$ cat config.mk
export PLATFORM = sky130hd
export DESIGN_NAME = dda_line_rasterizer_core_flat
export DESIGN_NICKNAME = d
export VERILOG_FILES = /design/src/rtl/dda_pkg.sv /design/src/rtl/dda_if.sv /design/src/rtl/dda_front.sv /design/src/rtl/dda_queue.sv /design/src/rtl/dda_back.sv /design/src/rtl/dda_line_rasterizer_core.sv /design/src/flat_wrapper.sv
export SDC_FILE = /design/constraint.sdc
export NUM_CORES = 1
export LEC_CHECK = 0
export BUFFER_PORTS_ARGS = -buffer_cell sky130_fd_sc_hd__buf_2
export CAP_MARGIN = 20
export CORE_ASPECT_RATIO = 1.4
export CORE_MARGIN = 5
export CORE_UTILIZATION = 50
export CTS_CLUSTER_DIAMETER = 100
export DETAILED_ROUTE_END_ITERATION = 6
export PLACE_DENSITY = 0.68
export SETUP_SLACK_MARGIN = 0.02
export SLEW_MARGIN = 10
export SYNTH_ARGS = -nofsm -noshare
export SYNTH_HDL_FRONTEND = slang
export SYNTH_HIERARCHICAL = 1
export SYNTH_SLANG_ARGS = --single-unit
export TNS_END_PERCENT = 100
$ cat constraint.sdc
create_clock -name clk -period 8.5 [get_ports clk]
set_clock_uncertainty 0.05 [all_clocks]
set_input_delay 0 -clock clk [delete_from_list [all_inputs] [get_ports clk]]
set_output_delay 0 -clock clk [all_outputs]
set_load 0.1 [all_outputs]
$ cat src/rtl/dda_pkg.sv
// dda_pkg: widths, queue entry and status types, back-end state codes
// for the dda line rasterizer; no dependencies

package dda_pkg;

  localparam int COORD_BITS = 10;
  localparam int FRAC_BITS  = 16;
  localparam int ACC_W      = COORD_BITS + FRAC_BITS + 1;
  localparam int STEP_W     = FRAC_BITS + 2;
  localparam int QUO_W      = FRAC_BITS + 1;
  localparam int DIV_CNT_W  = $clog2(FRAC_BITS + 1);
  localparam int QDEPTH     = 2;
  localparam int QPTR_W     = $clog2(QDEPTH);
  localparam int QCNT_W     = QPTR_W + 1;

  localparam logic REQ_LOAD = 1'b0;
  localparam logic REQ_STEP = 1'b1;

  typedef logic [COORD_BITS-1:0] coord_t;

  typedef struct packed {
    logic   is_step;
    logic   x_major;
    coord_t major_start;
    coord_t major_end;
    coord_t minor_start;
    coord_t major_delta;
    coord_t minor_mag;
    logic   minor_neg;
  } dda_entry_t;

  typedef struct packed {
    logic full;
    logic empty;
  } dda_qstat_t;

  typedef enum logic {
    BK_RUN,
    BK_DIV
  } dda_bk_state_t;

endpackage

$ cat src/rtl/dda_if.sv
// dda_in_if, dda_out_if: valid/ready channels for requests and pixels
// depends on dda_pkg for coordinate width

interface dda_in_if import dda_pkg::*; ();
  logic   valid;
  logic   ready;
  logic   req_type;
  coord_t start_x;
  coord_t start_y;
  coord_t end_x;
  coord_t end_y;

  modport source (output valid, req_type, start_x, start_y, end_x, end_y, input ready);
  modport sink   (input valid, req_type, start_x, start_y, end_x, end_y, output ready);
endinterface

interface dda_out_if import dda_pkg::*; ();
  logic   valid;
  logic   ready;
  coord_t pixel_x;
  coord_t pixel_y;
  logic   last_pixel;

  modport source (output valid, pixel_x, pixel_y, last_pixel, input ready);
  modport sink   (input valid, pixel_x, pixel_y, last_pixel, output ready);
endinterface

$ cat src/rtl/dda_front.sv
// dda_front: accepts request transactions, orders endpoints and picks the
// major axis; depends on dda_pkg and dda_in_if

module dda_front import dda_pkg::*; (
  dda_in_if.sink     in_ch,
  input  dda_qstat_t qstat,
  output logic       push,
  output dda_entry_t push_entry
);

  coord_t adx;
  coord_t ady;
  logic   swap_x;
  logic   swap_y;
  logic   x_major;
  coord_t a0;
  coord_t a1;
  coord_t b0;
  coord_t b1;

  always_comb begin
    swap_x  = in_ch.start_x > in_ch.end_x;
    swap_y  = in_ch.start_y > in_ch.end_y;
    adx     = swap_x ? in_ch.start_x - in_ch.end_x : in_ch.end_x - in_ch.start_x;
    ady     = swap_y ? in_ch.start_y - in_ch.end_y : in_ch.end_y - in_ch.start_y;
    x_major = ady < adx;
    if (x_major) begin
      a0 = swap_x ? in_ch.end_x : in_ch.start_x;
      a1 = swap_x ? in_ch.start_x : in_ch.end_x;
      b0 = swap_x ? in_ch.end_y : in_ch.start_y;
      b1 = swap_x ? in_ch.start_y : in_ch.end_y;
    end else begin
      a0 = swap_y ? in_ch.end_y : in_ch.start_y;
      a1 = swap_y ? in_ch.start_y : in_ch.end_y;
      b0 = swap_y ? in_ch.end_x : in_ch.start_x;
      b1 = swap_y ? in_ch.start_x : in_ch.end_x;
    end
    push_entry.is_step     = in_ch.req_type == REQ_STEP;
    push_entry.x_major     = x_major;
    push_entry.major_start = a0;
    push_entry.major_end   = a1;
    push_entry.minor_start = b0;
    push_entry.major_delta = x_major ? adx : ady;
    push_entry.minor_mag   = x_major ? ady : adx;
    push_entry.minor_neg   = b0 > b1;
  end

  assign in_ch.ready = !qstat.full;
  assign push        = in_ch.valid && !qstat.full;

endmodule

$ cat src/rtl/dda_queue.sv
// dda_queue: short fifo of classified requests between front and back
// depends on dda_pkg

module dda_queue import dda_pkg::*; (
  input  logic       clk,
  input  logic       rst_n,
  input  logic       push,
  input  dda_entry_t push_entry,
  input  logic       pop,
  output dda_entry_t head,
  output dda_qstat_t qstat
);

  dda_entry_t              slot_r [QDEPTH];
  logic [QPTR_W-1:0]       wr_ptr_r;
  logic [QPTR_W-1:0]       wr_ptr_nxt;
  logic [QPTR_W-1:0]       rd_ptr_r;
  logic [QPTR_W-1:0]       rd_ptr_nxt;
  logic [QCNT_W-1:0]       cnt_r;
  logic [QCNT_W-1:0]       cnt_nxt;

  function automatic logic [QPTR_W-1:0] ptr_inc(input logic [QPTR_W-1:0] p);
    ptr_inc = (p == QPTR_W'(QDEPTH - 1)) ? '0 : p + QPTR_W'(1);
  endfunction

  always_comb begin
    wr_ptr_nxt = push ? ptr_inc(wr_ptr_r) : wr_ptr_r;
    rd_ptr_nxt = pop ? ptr_inc(rd_ptr_r) : rd_ptr_r;
    cnt_nxt    = cnt_r + QCNT_W'(push) - QCNT_W'(pop);
  end

  always_ff @(posedge clk) begin
    if (!rst_n) begin
      wr_ptr_r <= '0;
      rd_ptr_r <= '0;
      cnt_r    <= '0;
    end else begin
      wr_ptr_r <= wr_ptr_nxt;
      rd_ptr_r <= rd_ptr_nxt;
      cnt_r    <= cnt_nxt;
    end
  end

  always_ff @(posedge clk) begin
    if (push) begin
      slot_r[wr_ptr_r] <= push_entry;
    end
  end

  assign head        = slot_r[rd_ptr_r];
  assign qstat.full  = cnt_r == QCNT_W'(QDEPTH);
  assign qstat.empty = cnt_r == '0;

endmodule

$ cat src/rtl/dda_back.sv
// dda_back: line state, iterative slope divider and pixel output register
// depends on dda_pkg and dda_out_if

module dda_back import dda_pkg::*; (
  input  logic       clk,
  input  logic       rst_n,
  input  dda_entry_t head,
  input  dda_qstat_t qstat,
  output logic       pop,
  dda_out_if.source  out_ch
);

  dda_bk_state_t          state_r;
  dda_bk_state_t          state_nxt;
  logic                   line_active_r;
  logic                   line_active_nxt;
  logic                   x_major_r;
  logic                   x_major_nxt;
  coord_t                 major_pos_r;
  coord_t                 major_pos_nxt;
  coord_t                 major_end_r;
  coord_t                 major_end_nxt;
  logic [ACC_W-1:0]       minor_acc_r;
  logic [ACC_W-1:0]       minor_acc_nxt;
  logic [STEP_W-1:0]      minor_step_r;
  logic [STEP_W-1:0]      minor_step_nxt;
  coord_t                 rem_r;
  coord_t                 rem_nxt;
  coord_t                 den_r;
  coord_t                 den_nxt;
  logic [QUO_W-1:0]       quo_r;
  logic [QUO_W-1:0]       quo_nxt;
  logic                   neg_r;
  logic                   neg_nxt;
  logic [DIV_CNT_W-1:0]   cnt_r;
  logic [DIV_CNT_W-1:0]   cnt_nxt;
  logic                   out_valid_r;
  logic                   out_valid_nxt;
  coord_t                 pixel_x_r;
  coord_t                 pixel_x_nxt;
  coord_t                 pixel_y_r;
  coord_t                 pixel_y_nxt;
  logic                   last_r;
  logic                   last_nxt;

  logic                   slot_free;
  logic                   emit;
  logic                   last;
  logic [ACC_W-1:0]       round_sum;
  coord_t                 minor;
  logic [COORD_BITS:0]    trial;
  logic                   ge;
  logic [STEP_W-1:0]      step_mag;

  always_comb begin
    slot_free = !out_valid_r || out_ch.ready;
    round_sum = minor_acc_r + (ACC_W'(1) << (FRAC_BITS - 1));
    minor     = round_sum[FRAC_BITS +: COORD_BITS];
    last      = major_pos_r == major_end_r;
    trial     = (cnt_r == DIV_CNT_W'(FRAC_BITS)) ? {1'b0, rem_r} : {rem_r, 1'b0};
    ge        = trial >= {1'b0, den_r};

    state_nxt       = state_r;
    line_active_nxt = line_active_r;
    x_major_nxt     = x_major_r;
    major_pos_nxt   = major_pos_r;
    major_end_nxt   = major_end_r;
    minor_acc_nxt   = minor_acc_r;
    minor_step_nxt  = minor_step_r;
    rem_nxt         = rem_r;
    den_nxt         = den_r;
    quo_nxt         = quo_r;
    neg_nxt         = neg_r;
    cnt_nxt         = cnt_r;
    pixel_x_nxt     = pixel_x_r;
    pixel_y_nxt     = pixel_y_r;
    last_nxt        = last_r;
    pop             = 1'b0;
    emit            = 1'b0;
    step_mag        = '0;

    case (state_r)
      BK_RUN: begin
        if (!qstat.empty) begin
          if (head.is_step) begin
            if (!line_active_r) begin
              pop = 1'b1;
            end else if (slot_free) begin
              pop         = 1'b1;
              emit        = 1'b1;
              pixel_x_nxt = x_major_r ? major_pos_r : minor;
              pixel_y_nxt = x_major_r ? minor : major_pos_r;
              last_nxt    = last;
              if (last) begin
                line_active_nxt = 1'b0;
              end else begin
                major_pos_nxt = major_pos_r + COORD_BITS'(1);
                minor_acc_nxt = minor_acc_r
                              + {{(ACC_W-STEP_W){minor_step_r[STEP_W-1]}}, minor_step_r};
              end
            end
          end else begin
            pop             = 1'b1;
            line_active_nxt = 1'b1;
            x_major_nxt     = head.x_major;
            major_pos_nxt   = head.major_start;
            major_end_nxt   = head.major_end;
            minor_acc_nxt   = {1'b0, head.minor_start, {FRAC_BITS{1'b0}}};
            if (head.major_delta == '0) begin
              minor_step_nxt = '0;
            end else begin
              state_nxt = BK_DIV;
              rem_nxt   = head.minor_mag;
              den_nxt   = head.major_delta;
              neg_nxt   = head.minor_neg;
              quo_nxt   = '0;
              cnt_nxt   = DIV_CNT_W'(FRAC_BITS);
            end
          end
        end
      end
      BK_DIV: begin
        rem_nxt = ge ? COORD_BITS'(trial - {1'b0, den_r}) : COORD_BITS'(trial);
        quo_nxt = {quo_r[QUO_W-2:0], ge};
        if (cnt_r == '0) begin
          step_mag       = {1'b0, quo_nxt};
          minor_step_nxt = neg_r ? STEP_W'(0) - step_mag : step_mag;
          state_nxt      = BK_RUN;
        end else begin
          cnt_nxt = cnt_r - DIV_CNT_W'(1);
        end
      end
      default: begin
        state_nxt = BK_RUN;
      end
    endcase

    out_valid_nxt = emit ? 1'b1 : (out_ch.ready ? 1'b0 : out_valid_r);
  end

  always_ff @(posedge clk) begin
    if (!rst_n) begin
      state_r       <= BK_RUN;
      line_active_r <= 1'b0;
      x_major_r     <= 1'b0;
      major_pos_r   <= '0;
      major_end_r   <= '0;
      minor_acc_r   <= '0;
      minor_step_r  <= '0;
      cnt_r         <= '0;
      out_valid_r   <= 1'b0;
    end else begin
      state_r       <= state_nxt;
      line_active_r <= line_active_nxt;
      x_major_r     <= x_major_nxt;
      major_pos_r   <= major_pos_nxt;
      major_end_r   <= major_end_nxt;
      minor_acc_r   <= minor_acc_nxt;
      minor_step_r  <= minor_step_nxt;
      cnt_r         <= cnt_nxt;
      out_valid_r   <= out_valid_nxt;
    end
  end

  always_ff @(posedge clk) begin
    rem_r     <= rem_nxt;
    den_r     <= den_nxt;
    quo_r     <= quo_nxt;
    neg_r     <= neg_nxt;
    pixel_x_r <= pixel_x_nxt;
    pixel_y_r <= pixel_y_nxt;
    last_r    <= last_nxt;
  end

  assign out_ch.valid      = out_valid_r;
  assign out_ch.pixel_x    = pixel_x_r;
  assign out_ch.pixel_y    = pixel_y_r;
  assign out_ch.last_pixel = last_r;

`ifndef SYNTHESIS
  a_no_pop_in_div: assert property (@(posedge clk) disable iff (!rst_n)
    state_r == BK_DIV |-> !pop)
    else $error("queue popped during slope division");

  a_emit_needs_line: assert property (@(posedge clk) disable iff (!rst_n)
    emit |-> line_active_r && !qstat.empty && head.is_step)
    else $error("pixel emitted without an active line");

  a_last_ends_line: assert property (@(posedge clk) disable iff (!rst_n)
    emit && last |=> !line_active_r && out_ch.valid && out_ch.last_pixel)
    else $error("line still active after its last pixel");

  a_div_returns: assert property (@(posedge clk) disable iff (!rst_n)
    state_r == BK_DIV && cnt_r == '0 |=> state_r == BK_RUN)
    else $error("divider did not finish");
`endif

endmodule

$ cat src/rtl/dda_line_rasterizer_core.sv
// dda_line_rasterizer_core: top level, front classifier, request queue and
// back end; depends on dda_pkg, dda_if, dda_front, dda_queue, dda_back
//
//   channel  dir  handshake    payload
//   in_ch    in   valid/ready  req_type, start_x, start_y, end_x, end_y
//   out_ch   out  valid/ready  pixel_x, pixel_y, last_pixel
//
// step transaction: one pixel, emitted when the output register is free; then the minor accumulator add
// load transaction: loads the line state, then runs the bit-serial slope divider
//   when the major delta is nonzero; later steps wait in the queue
// a step with no active line is dropped without a pixel
// reset: synchronous, clears queue, line state and output valid
// a stalled out_ch holds the pixel register; the two-entry queue fills and
//   in_ch.ready drops

module dda_line_rasterizer_core import dda_pkg::*; (
  input  logic      clk,
  input  logic      rst_n,
  dda_in_if.sink    in_ch,
  dda_out_if.source out_ch
);

  logic       push;
  logic       pop;
  dda_entry_t push_entry;
  dda_entry_t head;
  dda_qstat_t qstat;

  dda_front u_front (
    .in_ch      (in_ch),
    .qstat      (qstat),
    .push       (push),
    .push_entry (push_entry)
  );

  dda_queue u_queue (
    .clk        (clk),
    .rst_n      (rst_n),
    .push       (push),
    .push_entry (push_entry),
    .pop        (pop),
    .head       (head),
    .qstat      (qstat)
  );

  dda_back u_back (
    .clk    (clk),
    .rst_n  (rst_n),
    .head   (head),
    .qstat  (qstat),
    .pop    (pop),
    .out_ch (out_ch)
  );

endmodule
$ cat src/flat_wrapper.sv
// flat-port wrapper written by rule: the top's interface ports become plain ports
module dda_line_rasterizer_core_flat import dda_pkg::*;
  (clk, rst_n, in_ch_valid, in_ch_req_type, in_ch_start_x, in_ch_start_y, in_ch_end_x, in_ch_end_y, in_ch_ready, out_ch_valid, out_ch_pixel_x, out_ch_pixel_y, out_ch_last_pixel, out_ch_ready);
  dda_in_if in_ch_i ();
  dda_out_if out_ch_i ();
  input  logic clk;
  input  logic rst_n;
  input wire logic [$bits(in_ch_i.valid)-1:0] in_ch_valid;
  input wire logic [$bits(in_ch_i.req_type)-1:0] in_ch_req_type;
  input wire logic [$bits(in_ch_i.start_x)-1:0] in_ch_start_x;
  input wire logic [$bits(in_ch_i.start_y)-1:0] in_ch_start_y;
  input wire logic [$bits(in_ch_i.end_x)-1:0] in_ch_end_x;
  input wire logic [$bits(in_ch_i.end_y)-1:0] in_ch_end_y;
  output wire logic [$bits(in_ch_i.ready)-1:0] in_ch_ready;
  output wire logic [$bits(out_ch_i.valid)-1:0] out_ch_valid;
  output wire logic [$bits(out_ch_i.pixel_x)-1:0] out_ch_pixel_x;
  output wire logic [$bits(out_ch_i.pixel_y)-1:0] out_ch_pixel_y;
  output wire logic [$bits(out_ch_i.last_pixel)-1:0] out_ch_last_pixel;
  input wire logic [$bits(out_ch_i.ready)-1:0] out_ch_ready;
  assign in_ch_i.valid = in_ch_valid;
  assign in_ch_i.req_type = in_ch_req_type;
  assign in_ch_i.start_x = in_ch_start_x;
  assign in_ch_i.start_y = in_ch_start_y;
  assign in_ch_i.end_x = in_ch_end_x;
  assign in_ch_i.end_y = in_ch_end_y;
  assign in_ch_ready = in_ch_i.ready;
  assign out_ch_valid = out_ch_i.valid;
  assign out_ch_pixel_x = out_ch_i.pixel_x;
  assign out_ch_pixel_y = out_ch_i.pixel_y;
  assign out_ch_last_pixel = out_ch_i.last_pixel;
  assign out_ch_i.ready = out_ch_ready;
  dda_line_rasterizer_core u_core (.clk(clk), .rst_n(rst_n), .in_ch(in_ch_i), .out_ch(out_ch_i));
endmodule
==> results_dict.tcl <==
set metrics [dict create \
    finalInstanceArea_um2 17300 \
    pwr-share-seq_pct 33.2 \
    synthCells 1602 \
    num_rows 77 \
    diodes 0 \
    p_comb_share_pct 47.6 \
    p_sw_w 0.00243 \
    ios 68 \
    synth-compound-area-share_pct 18.7 \
    drtIter0Drc 794 \
    status "finished, final reports clean" \
    gp_congestion 0.940 \
    syn_to_final_growth_pct 9.81 \
    grt_max_degree 55 \
    synthTopCellsByCount "edfxtp_1, nand2_1, a21oi_1" \
    htreeDepth 1 \
    hold_ws_ns 0.0241 \
    path_class "in -> reg" \
    ys.flop_type "edfxtp_1" \
    peakVddDrop_mv 0.163 \
    vias 12100 \
    ys_seq_area_share_pct 41.1 \
    netlist_area_um2 15800 \
    dieHeight_um 220 \
    async_flop_share_pct 0 \
    synth_area_leaders "edfxtp_1, dfxtp_1, ha_1" \
    yosysTopAreaCell "edfxtp_1" \
    fin_nets 1787 \
    reg2reg_depth 18 \
    n_fill_cell 2776 \
    syn_nets 1752 \
    dr.pass1.iters 5 \
    startpoint_type "input port" \
    p_sw_share_pct 40.4 \
    worst_pin_slew_ns 0.852 \
    synth.distinct_cells 90 \
    period_minus_slack_ns 6.43 \
    antenna_found_initial 0 \
    grt_pass1_wl_um 62300 \
    critical_path_arrival_ns 6.64 \
    crit_fanout 54 \
    yosys.cell_count.top_type "edfxtp_1" \
    synth-simple-area-share_pct 12.6 \
    grt_pass1_vias 11900 \
    die-area_um2 35300 \
    die_x_um 160 \
    cts_tree "yes" \
    place_hpwl_um 28600 \
    ys_ff_latch 242 \
    slew_viol_final 0 \
    max_freq_mhz 155 \
    setup_tns_ns 0 \
    fin_crit_sh_pct 75.7 \
    wl_per_cell_um 18.9 \
    hold_class "in -> reg" \
    synth_xor_area_share_pct 4.56 \
    cts_buffers 24 \
    critPathRequiredTime_ns 8.70 \
    cts-root-buf "clkbuf_16" \
    clock_path_buffers 3 \
    viasPerCell 5.89 \
    clockPowerShare_pct 19.1 \
    wl_um 38700 \
    synthMuxAreaShare_pct 8.58 \
    grt.overflow.total 0 \
    drc 0 \
    yosys_warnings 6 \
    yosysTopAreaCellShare_pct 31.2 \
    setup_viol_count_final 0 \
    endpoint_kind "flip-flop" \
    portBuffers 67 \
    rsz0062_at_grt "false" \
    postSynthAreaPerCell_um2 9.86 \
    globalRouteTotalUtil_pct 21.6 \
    synth-edff-count 164 \
    ant_nets 0 \
    p_int_w 0.00359 \
    start_util_pct 50.3 \
    leakage_nw 6.93 \
    max_stage_delay_ns 0.53 \
    slew_headroom_pct 42.8 \
    synth_top_family_by_area "compound AO/OA/AOI/OAI gates" \
    dpl_cell_area_um2 16300 \
    clock-sinks 242 \
    cap_violations 0 \
    p_per_area_nw_per_um2 347 \
    holdPathStages 3 \
    synth-adder-area-share_pct 8.60 \
    clk_pin_slew_ns 0.06 \
    clock_latency_ns 0.53 \
    drive_above_1_share_pct 13.9 \
    final_hold_viol_count 0 \
    core_um2 31400 \
    cpMaxStageDelayCell "dlygate4sd3_1" \
]
==> layout make-up <==
class	count	area, µm²	area share [%]
Multi-Input combinational cell	1171	8430	48.6
Tap cell	395	494	2.85
Timing Repair Buffer	104	718	4.14
Clock inverter	19	233	1.34
Sequential cell	242	6490	37.4
Clock buffer	25	626	3.61
Inverter	94	353	2.03
==> power groups by stage <==
stage / sequential, W / clock (W) / combinational (W)
2_1_floorplan: 0.00197 / 0 / 0.00219
3_3_place_gp: 0.00202 / 0 / 0.00272
3_5_place_dp: 0.00203 / 0 / 0.00279
4_1_cts: 0.00201 / 0.00118 / 0.00282
5_1_grt: 0.00204 / 0.00122 / 0.00315
6_report: 0.00200 / 0.00115 / 0.00287
==> layer usage <==
| metal | global-route usage, % | vias to the layer above | share of wire [%] |
|---|---|---|---|
| met5 | 0 | - | 0 |
| met4 | 7.69 | 0 | 3.3 |
| met3 | 2.07 | 73 | 4.1 |
| met2 | 40.2 | 312 | 52 |
| met1 | 26.0 | 5767 | 41 |
| li1 | - | 5920 | - |
==> metrics by stage <==
stage          worst slack, ns  total power (W)  utilization [%]  instances
2_1_floorplan             3.24          0.00416                -       1602
5_1_grt                   1.70          0.00640             55.2       2050
6_report                  2.07          0.00602             55.2       2050
3_5_place_dp              2.14          0.00482             51.7       1986
3_3_place_gp              2.28          0.00474             51.7       1985
4_1_cts                   2.17          0.00600             55.1       2048
==> kinds of logic after synthesis <==
group	Yosys count
xor gates and xnor gates	79
adders and majority gates	105
and+or+nand+nor	423
DFF	242
buffers and inverters	189
AOI/OAI and AO/OA	456
muxes	108
==> state kept, by name, indices dropped and copies added, names as in the netlist, 5 cells and up, named ones only <==
signal                        flops
u_core/u_queue/slot_r           106
u_core/u_back/minor_acc_r        26
u_core/u_back/minor_step_r       18
u_core/u_back/quo_r              16
u_core/u_back/den_r              10
u_core/u_back/major_end_r        10
u_core/u_back/major_pos_r        10
u_core/u_back/out_ch.pixel_x     10
u_core/u_back/out_ch.pixel_y     10
u_core/u_back/rem_r              10
u_core/u_back/cnt_r               5
==> path summary, 6_finish.rpt <==
path	startpoint	to	slack, ns
min reg2reg	u_core/u_back/minor_acc_r[8]	u_core/u_back/minor_acc_r[8]	0.41
min	in_ch_start_x[8]	u_core/u_queue/slot_r[1][29]	0.02
max	in_ch_start_x[0]	u_core/u_queue/slot_r[1][0]	2.07
max reg2reg	u_core/u_back/cnt_r[0]	u_core/u_back/minor_step_r[16]	3.34
==> cells in the final DEF, fill, tap and decap left out, types with 23 or more instances in the layout <==
cell / n
edfxtp_1: 164
nand3_1: 47
inv_1: 93
mux2i_1: 39
buf_2: 67
xnor2_1: 39
and2_1: 30
o21ai_0: 106
dfxtp_1: 77
nor2_1: 106
a21o_1: 23
xor2_1: 37
a21oi_1: 142
ha_1: 99
a211oi_1: 45
mux2_4: 50
clkbuf_16: 25
nand2_1: 143
==> worst max-delay path, delay by kind of cell <==
| family | cells | cell delay (ns) |
|---|---|---|
| buf+inv | 7 | 1.91 |
| xor+xnor | 1 | 0.17 |
| mux | 1 | 0.28 |
| compound gates | 15 | 3.06 |
| fa+ha+maj | 4 | 1.12 |
| simple gates | 1 | 0.05 |
==> what timing repair did <==
item                                   4_1_cts  5_1_grt
hold buffers                                18        0
gates resized for setup                      0        0
endpoints found under the hold margin       47        0
buffers inserted                             0        0
(Power assumes the default switching activity.)
